$ cat src/sv/prt_pkg.sv
// Shared constants, types and codes for the priority sorted region table.
package prt_pkg;

   localparam int TABLE_DEPTH = 8;
   localparam int IDX_W = (TABLE_DEPTH > 1) ? $clog2(TABLE_DEPTH) : 1;
   localparam int CNT_W = $clog2(TABLE_DEPTH + 1);
   localparam int ADDR_W = 64;
   localparam int PRIO_W = 8;
   localparam int PERM_W = 3;
   localparam int OCC_W = 4;
   localparam int STAT_W = 2;

   typedef enum logic [STAT_W-1:0] {
      STAT_DONE     = 2'd0,
      STAT_FULL     = 2'd1,
      STAT_NO_MATCH = 2'd2
   } op_status_type;

   typedef enum logic {
      ACT_INSERT = 1'b0,
      ACT_DELETE = 1'b1
   } action_type;

   typedef enum logic [2:0] {
      ST_IDLE,
      ST_UPDATE,
      ST_LOAD,
      ST_SHOW
   } state_type;

   typedef struct packed {
      logic [ADDR_W-1:0] start_addr;
      logic [ADDR_W-1:0] end_addr;
      logic [PRIO_W-1:0] prio;
      logic [PERM_W-1:0] perm;
   } entry_type;

   typedef struct packed {
      logic          capture;
      logic          insert;
      logic          remove;
      logic          load;
      logic          set_status;
      op_status_type status;
   } ctrl_cmd_type;

   typedef struct packed {
      action_type action;
      logic       full;
      logic       any_hit;
      logic       last;
   } dp_stat_type;

endpackage

$ cat src/sv/prt_ctrl.sv
// Sequencer for the region table: update, then readout of the sorted table.
module prt_ctrl (
   input  logic                   clock,
   input  logic                   reset,
   input  logic                   req_valid,
   output logic                   req_ready,
   output logic                   rsp_valid,
   input  logic                   rsp_ready,
   input  prt_pkg::dp_stat_type   dp_stat,
   output prt_pkg::ctrl_cmd_type  cmd
);
   import prt_pkg::*;

   state_type state_ff, state_in;
   logic      found_ff, found_in;

   always_ff @(posedge clock) begin
      if (reset) begin
         state_ff <= ST_IDLE;
         found_ff <= 1'b0;
      end else begin
         state_ff <= state_in;
         found_ff <= found_in;
      end
   end

   always_comb begin
      state_in   = state_ff;
      found_in   = found_ff;
      req_ready  = 1'b0;
      rsp_valid  = 1'b0;
      cmd        = '0;
      cmd.status = STAT_DONE;
      unique case (state_ff)
         ST_IDLE: begin
            req_ready = 1'b1;
            if (req_valid) begin
               cmd.capture = 1'b1;
               found_in    = 1'b0;
               state_in    = ST_UPDATE;
            end
         end
         ST_UPDATE: begin
            if (dp_stat.action == ACT_INSERT) begin
               cmd.set_status = 1'b1;
               if (dp_stat.full) begin
                  cmd.status = STAT_FULL;
               end else begin
                  cmd.insert = 1'b1;
               end
               state_in = ST_LOAD;
            end else if (dp_stat.any_hit) begin
               // one matching entry leaves per cycle
               cmd.remove = 1'b1;
               found_in   = 1'b1;
            end else begin
               cmd.set_status = 1'b1;
               cmd.status     = found_ff ? STAT_DONE : STAT_NO_MATCH;
               state_in       = ST_LOAD;
            end
         end
         ST_LOAD: begin
            cmd.load = 1'b1;
            state_in = ST_SHOW;
         end
         ST_SHOW: begin
            rsp_valid = 1'b1;
            if (rsp_ready) begin
               if (dp_stat.last) begin
                  state_in = ST_IDLE;
               end else begin
                  cmd.load = 1'b1;
               end
            end
         end
         default: state_in = ST_IDLE;
      endcase
   end

endmodule

$ cat src/sv/prt_dpath.sv
// Region table storage with lane-wise insert and compaction, plus readout register.
module prt_dpath (
   input  logic                          clock,
   input  logic                          reset,
   input  prt_pkg::ctrl_cmd_type         cmd,
   input  logic                          req_action,
   input  logic [prt_pkg::ADDR_W-1:0]    req_entry_start,
   input  logic [prt_pkg::ADDR_W-1:0]    req_entry_end,
   input  logic [prt_pkg::PRIO_W-1:0]    req_entry_priority,
   input  logic [prt_pkg::PERM_W-1:0]    req_entry_permission,
   output prt_pkg::dp_stat_type          dp_stat,
   output logic [prt_pkg::STAT_W-1:0]    rsp_op_status,
   output logic                          rsp_slot_valid,
   output logic [prt_pkg::ADDR_W-1:0]    rsp_out_start,
   output logic [prt_pkg::ADDR_W-1:0]    rsp_out_end,
   output logic [prt_pkg::PRIO_W-1:0]    rsp_out_priority,
   output logic [prt_pkg::PERM_W-1:0]    rsp_out_permission,
   output logic [prt_pkg::OCC_W-1:0]     rsp_occupancy,
   output logic                          rsp_last_of_run
);
   import prt_pkg::*;

   entry_type            tbl_ff [TABLE_DEPTH];
   entry_type            ins_in [TABLE_DEPTH];
   entry_type            del_in [TABLE_DEPTH];
   logic [CNT_W-1:0]     count_ff;
   entry_type            req_ff;
   action_type           action_ff;
   logic [IDX_W-1:0]     ptr_ff;
   op_status_type        status_ff;

   logic [TABLE_DEPTH-1:0] lane_valid, lane_le, lane_hit, lane_shift;
   logic                   full;
   entry_type              rd_entry;
   logic                   rd_last;

   op_status_type     rsp_status_ff;
   logic              rsp_slot_ff;
   entry_type         rsp_entry_ff;
   logic [OCC_W-1:0]  rsp_occ_ff;
   logic              rsp_last_ff;

   always_comb begin
      for (int i = 0; i < TABLE_DEPTH; i++) begin
         lane_valid[i] = CNT_W'(i) < count_ff;
         lane_le[i]    = lane_valid[i] && (tbl_ff[i].prio <= req_ff.prio);
         lane_hit[i]   = lane_valid[i] && (tbl_ff[i] == req_ff);
      end
      // lanes at or above the first hit pull from the lane above
      lane_shift[0] = lane_hit[0];
      for (int i = 1; i < TABLE_DEPTH; i++) begin
         lane_shift[i] = lane_shift[i-1] | lane_hit[i];
      end
      // entries of lower or equal priority stay; new one lands just past them
      ins_in[0] = lane_le[0] ? tbl_ff[0] : req_ff;
      for (int i = 1; i < TABLE_DEPTH; i++) begin
         if (lane_le[i]) begin
            ins_in[i] = tbl_ff[i];
         end else if (lane_le[i-1]) begin
            ins_in[i] = req_ff;
         end else begin
            ins_in[i] = tbl_ff[i-1];
         end
      end
      for (int i = 0; i < TABLE_DEPTH - 1; i++) begin
         del_in[i] = lane_shift[i] ? tbl_ff[i+1] : tbl_ff[i];
      end
      del_in[TABLE_DEPTH-1] = tbl_ff[TABLE_DEPTH-1];
   end

   assign full     = (count_ff == CNT_W'(TABLE_DEPTH));
   assign rd_entry = tbl_ff[ptr_ff];
   assign rd_last  = (CNT_W'(ptr_ff) + CNT_W'(1)) == count_ff;

   always_ff @(posedge clock) begin
      if (cmd.insert) begin
         tbl_ff <= ins_in;
      end else if (cmd.remove) begin
         tbl_ff <= del_in;
      end
   end

   always_ff @(posedge clock) begin
      if (reset) begin
         count_ff <= '0;
         ptr_ff   <= '0;
      end else begin
         if (cmd.insert) begin
            count_ff <= count_ff + CNT_W'(1);
         end else if (cmd.remove) begin
            count_ff <= count_ff - CNT_W'(1);
         end
         if (cmd.capture) begin
            ptr_ff <= '0;
         end else if (cmd.load) begin
            ptr_ff <= ptr_ff + IDX_W'(1);
         end
      end
   end

   always_ff @(posedge clock) begin
      if (cmd.capture) begin
         action_ff         <= action_type'(req_action);
         req_ff.start_addr <= req_entry_start;
         req_ff.end_addr   <= req_entry_end;
         req_ff.prio       <= req_entry_priority;
         req_ff.perm       <= req_entry_permission;
      end
      if (cmd.set_status) begin
         status_ff <= cmd.status;
      end
      if (cmd.load) begin
         rsp_status_ff <= status_ff;
         rsp_occ_ff    <= OCC_W'(count_ff);
         if (count_ff == '0) begin
            rsp_slot_ff  <= 1'b0;
            rsp_entry_ff <= '0;
            rsp_last_ff  <= 1'b1;
         end else begin
            rsp_slot_ff  <= 1'b1;
            rsp_entry_ff <= rd_entry;
            rsp_last_ff  <= rd_last;
         end
      end
   end

   assign dp_stat.action  = action_ff;
   assign dp_stat.full    = full;
   assign dp_stat.any_hit = |lane_hit;
   assign dp_stat.last    = rsp_last_ff;

   assign rsp_op_status      = rsp_status_ff;
   assign rsp_slot_valid     = rsp_slot_ff;
   assign rsp_out_start      = rsp_entry_ff.start_addr;
   assign rsp_out_end        = rsp_entry_ff.end_addr;
   assign rsp_out_priority   = rsp_entry_ff.prio;
   assign rsp_out_permission = rsp_entry_ff.perm;
   assign rsp_occupancy      = rsp_occ_ff;
   assign rsp_last_of_run    = rsp_last_ff;

   a_count_bound: assert property (@(posedge clock) disable iff (reset)
      count_ff <= CNT_W'(TABLE_DEPTH))
      else $error("entry count above table depth");

   a_insert_not_full: assert property (@(posedge clock) disable iff (reset)
      cmd.insert |-> !full)
      else $error("insert into a full table");

   a_insert_grows: assert property (@(posedge clock) disable iff (reset)
      cmd.insert |=> count_ff == $past(count_ff) + CNT_W'(1))
      else $error("insert did not add one entry");

   a_remove_shrinks: assert property (@(posedge clock) disable iff (reset)
      cmd.remove |=> count_ff == $past(count_ff) - CNT_W'(1))
      else $error("delete step did not drop one entry");

   a_empty_is_last: assert property (@(posedge clock) disable iff (reset)
      cmd.load |=> (rsp_slot_ff || rsp_last_ff))
      else $error("empty readout not flagged last");

endmodule

$ cat src/sv/priority_sorted_region_table.sv
// Top level of the priority sorted region table: controller plus datapath.
//
//   channel  handshake              payload
//   req      req_valid/req_ready    action, entry start/end/priority/permission
//   rsp      rsp_valid/rsp_ready    status, slot valid, entry fields, occupancy, last
//
// Insert: adds the entry in the update state. Delete: removes matching entries, then sets status.
// Readout: a load state, then one result per cycle while rsp_ready is high;
// occupancy results (one if empty) per request.
// One request at a time; req_ready is high only between requests.
// Synchronous reset empties the table; rsp stalls simply hold the result.
module priority_sorted_region_table (
   input  logic                          clock,
   input  logic                          reset,
   input  logic                          req_valid,
   output logic                          req_ready,
   input  logic                          req_action,
   input  logic [prt_pkg::ADDR_W-1:0]    req_entry_start,
   input  logic [prt_pkg::ADDR_W-1:0]    req_entry_end,
   input  logic [prt_pkg::PRIO_W-1:0]    req_entry_priority,
   input  logic [prt_pkg::PERM_W-1:0]    req_entry_permission,
   output logic                          rsp_valid,
   input  logic                          rsp_ready,
   output logic [prt_pkg::STAT_W-1:0]    rsp_op_status,
   output logic                          rsp_slot_valid,
   output logic [prt_pkg::ADDR_W-1:0]    rsp_out_start,
   output logic [prt_pkg::ADDR_W-1:0]    rsp_out_end,
   output logic [prt_pkg::PRIO_W-1:0]    rsp_out_priority,
   output logic [prt_pkg::PERM_W-1:0]    rsp_out_permission,
   output logic [prt_pkg::OCC_W-1:0]     rsp_occupancy,
   output logic                          rsp_last_of_run
);
   import prt_pkg::*;

   ctrl_cmd_type cmd;
   dp_stat_type  dp_stat;

   prt_ctrl u_ctrl (
      .clock     (clock),
      .reset     (reset),
      .req_valid (req_valid),
      .req_ready (req_ready),
      .rsp_valid (rsp_valid),
      .rsp_ready (rsp_ready),
      .dp_stat   (dp_stat),
      .cmd       (cmd)
   );

   prt_dpath u_dpath (
      .clock                (clock),
      .reset                (reset),
      .cmd                  (cmd),
      .req_action           (req_action),
      .req_entry_start      (req_entry_start),
      .req_entry_end        (req_entry_end),
      .req_entry_priority   (req_entry_priority),
      .req_entry_permission (req_entry_permission),
      .dp_stat              (dp_stat),
      .rsp_op_status        (rsp_op_status),
      .rsp_slot_valid       (rsp_slot_valid),
      .rsp_out_start        (rsp_out_start),
      .rsp_out_end          (rsp_out_end),
      .rsp_out_priority     (rsp_out_priority),
      .rsp_out_permission   (rsp_out_permission),
      .rsp_occupancy        (rsp_occupancy),
      .rsp_last_of_run      (rsp_last_of_run)
   );

endmodule
$ cat config.mk
export PLATFORM = sky130hd
export DESIGN_NAME = priority_sorted_region_table
export DESIGN_NICKNAME = d
export VERILOG_FILES = /design/src/sv/prt_pkg.sv /design/src/sv/prt_ctrl.sv /design/src/sv/prt_dpath.sv /design/src/sv/priority_sorted_region_table.sv
export SDC_FILE = /design/constraint.sdc
export NUM_CORES = 2
export LEC_CHECK = 0
export BUFFER_PORTS_ARGS = -buffer_cell sky130_fd_sc_hd__buf_2
export CORE_UTILIZATION = 45
export DETAILED_ROUTE_END_ITERATION = 7
export PLACE_DENSITY = 0.71
export SLEW_MARGIN = 20
export SYNTH_ARGS = -nofsm -noshare
export SYNTH_HDL_FRONTEND = slang
export SYNTH_SLANG_ARGS = --single-unit
$ cat constraint.sdc
create_clock -name clock -period 16.9 [get_ports clock]
set_input_delay 3.38 -clock clock [delete_from_list [all_inputs] [get_ports clock]]
set_output_delay 3.38 -clock clock [all_outputs]
set_load 0.01 [all_outputs]
==> results_dict.tcl <==
set metrics [dict create \
    yosysSeqAreaShare 0.4819 \
    cts_tree "built" \
    violations "max-capacitance violations" \
    area_delta_synth_final_pct 11.27 \
    detail_route.wl_per_cell_um 50.57 \
    combPwrFrac 0.455 \
    rsz0062_at_grt "false" \
    fin_area_um2 97610 \
    status "finished, violations left" \
    place_congestion 1.188 \
    skew_ns 0.05472 \
    rows 161 \
    hold_violations 0 \
    first_pass_iters 8 \
    synth_ff_type "edfxtp_1" \
    max_cap_viol_count 2 \
    reg2reg_slack_ns 9.21 \
    grt_max_degree 216 \
    boundaryPins 293 \
    final_cell_mix "edfxtp_1, o21ai_0, nand2_1" \
    cts_max_level 4 \
    min_from "u_dpath.status_ff[0]" \
    wl_um 548400 \
    syn_nets 8435 \
    power_frac_seq 0.341 \
    power-per-cell-area_nw_per_um2 189.7 \
    die_y_um 443.5 \
    antenna_found_initial 97 \
    worstRegToRegCells 12 \
    syn_inst 8218 \
    rr_startpoint "u_dpath.req_ff[31]" \
    end_kind "register" \
    cts_resized 0 \
    placed_area_um2 91850 \
    fp.coreArea_um2 193000 \
    nNetsFinal 8349 \
    via_per_inst 7.410 \
    place.detailed.hpwl_um 397600 \
    timing.rr.end "u_dpath.tbl_ff[507]" \
    power_frac_clock 0.203 \
    cp_max_fo 38 \
    ctsHoldBuffers 0 \
    setup_viol 0 \
    synth_edf_count 1401 \
    ys_warn_count 0 \
    vias 80360 \
    syn_area_per_cell_um2 10.67 \
    post_cts_buffers 0 \
    overflow 0 \
    cp_data_arrival_time_ns 8.20 \
    die_area_um2 196700 \
    critPathKind "register to register" \
    grt_usage 0.5445 \
    portBuffers 292 \
    die_w_um 443.5 \
    grt_pass1_vias 70740 \
    clkTransAtPathRegs_ns 0.06 \
    period_share 0.4551 \
    drv_slew 0 \
    netlist_area_um2 87720 \
    peakVddDrop_mv 0.1452 \
    clk_latency_ns 0.91 \
    initial_core_util 0.4545 \
    grt_pass1_wl_um 709300 \
    final_common_cell "edfxtp_1" \
    critPathLaunchType "register" \
    slew_headroom 0.004896 \
    worst_slew_pin_slew_ns 1.480 \
    power_switching_uw 9280 \
    fin_crit_ns 7.691 \
    ctsRootBufferMaster "clkbuf_16" \
    tns_ns 0 \
    yosys.cell_types.count 66 \
    drc 0 \
    dp.cells 10490 \
    cts.sinks 1411 \
    fin_cells 10850 \
    p_sw_frac 0.5012 \
    multi_input_area_um2 42250 \
    clockBufferDepth 3 \
    p_leak_uw 0.03347 \
    drt-initial-drc-count 16190 \
    n_fill_cell 17100 \
    hp-class "register to register" \
    cts_buffers 163 \
    max_freq_ghz 0.1300 \
    regArea_um2 42280 \
    ys_ff_latch 1411 \
    drive_gt1_frac 0.1478 \
    hold_path_depth 0 \
    p_int_uw 9234 \
    cp_data_required_time_ns 17.41 \
    drtAntennaViolNets 0 \
    min_to "u_dpath.rsp_op_status[0]" \
    async_flop_share 0 \
    startpoint "u_dpath.req_ff[31]" \
]
-- worst max-delay path by stage --
stage	end	depth (start not counted)
after global placement	u_dpath.tbl_ff[464]	13
after floorplan	u_dpath.tbl_ff[417]	13
after CTS	u_dpath.tbl_ff[507]	14
final	u_dpath.tbl_ff[507]	12
after global routing	u_dpath.tbl_ff[236]	13
after detailed placement	u_dpath.tbl_ff[507]	14
-- per-layer routing --
metal | vias up | wire length (um) | GRT usage
met5 | - | 742 | 0.01294
met4 | 62 | 55820 | 0.4308
met3 | 1882 | 87280 | 0.2396
met2 | 8395 | 215500 | 0.7354
met1 | 39800 | 189000 | 0.6710
li1 | 30220 | - | -
-- worst max-delay path, cell delays in order, from the launching register on --
cell and delay, ns:
edfxtp_1 0.79, nor2b_1 0.32, a2111oi_0 0.92, nand4_1 0.32, nor3_1 0.70, nand4_1 0.33, o2111ai_1 0.79, or2_2 0.28
nand2_1 0.10, o21ai_4 0.32, buf_4 0.87, buf_4 0.64, buf_4 0.67
-- layout make-up --
cell class | instances | area share
inverters | 142 | 0.005538
clock buffers | 196 | 0.04348
flip-flops and latches | 1411 | 0.4332
clock inverters | 106 | 0.01247
diodes | 50 | 0.001282
well taps | 2526 | 0.03238
multi-input cells | 5831 | 0.4328
repair buffers | 583 | 0.03883
-- cells by family (layout without fill, tap and decap cells) --
logic type | after synthesis | after routing | share of synthesized area
simple gates | 2078 | 2078 | 0.1079
mux | 977 | 977 | 0.1513
flops | 1411 | 1411 | 0.4819
compound gates | 1860 | 1860 | 0.1185
buf+inv | 976 | 1027 | 0.04576
xor+xnor | 843 | 843 | 0.08417
other cells | 0 | 50 | 0
fa+ha+maj | 73 | 73 | 0.01041
-- registers in the layout, summed over array words and instances, names as in the netlist --
name	count
u_dpath.tbl_ff	973
u_dpath.del_in	139
u_dpath.req_ff	139
u_dpath.rsp_out_end	64
u_dpath.rsp_out_start	64
u_dpath.rsp_out_priority	8
u_dpath.count_ff	4
u_dpath.rsp_occupancy	4
u_dpath.ptr_ff	3
u_dpath.rsp_out_permission	3
u_ctrl.state_ff	2
u_dpath.rsp_op_status	2
u_dpath.status_ff	2
u_ctrl.found_ff	1
u_dpath.action_ff	1
u_dpath.rsp_last_of_run	1
u_dpath.rsp_slot_valid	1
-- synth_stat cells (148+ instances only) --
library cell / instances / area [um^2]
edfxtp_1: 1401 / 42070
o21ai_0: 1070 / 5355
nand2_1: 844 / 3168
mux2i_1: 695 / 6957
xor2_1: 480 / 4204
clkbuf_1: 469 / 1760
nor2_1: 430 / 1614
xnor2_1: 363 / 3179
nand3_1: 291 / 1456
a31oi_1: 280 / 1752
mux4_2: 278 / 6261
a21oi_1: 273 / 1366
buf_2: 255 / 1276
nor4_1: 157 / 982.2
nand4_1: 148 / 925.9
-- metrics by stage --
step	util	setup WS (ns)	hold slack (ns)	power (uW)
after global placement	0.4749	9.339	0.4031	13980
final	0.5058	9.209	0.4291	18510
after global routing	0.5052	9.587	0.4415	18390
after CTS	0.5043	9.725	0.4191	17770
after detailed placement	0.4760	9.776	0.4088	14060
after floorplan	-	4.159	0.4003	9770
-- power by group through the flow --
stage | Clock (uW) | Combinational [uW] | Sequential [uW]
finish | 3770 | 8430 | 6320
global route | 3860 | 8230 | 6310
CTS | 3740 | 7820 | 6210
detailed placement | 0 | 7800 | 6270
global placement | 0 | 7740 | 6240
floorplan | 0 | 3920 | 5850
Note: power is estimated with default switching activity, not from simulation.
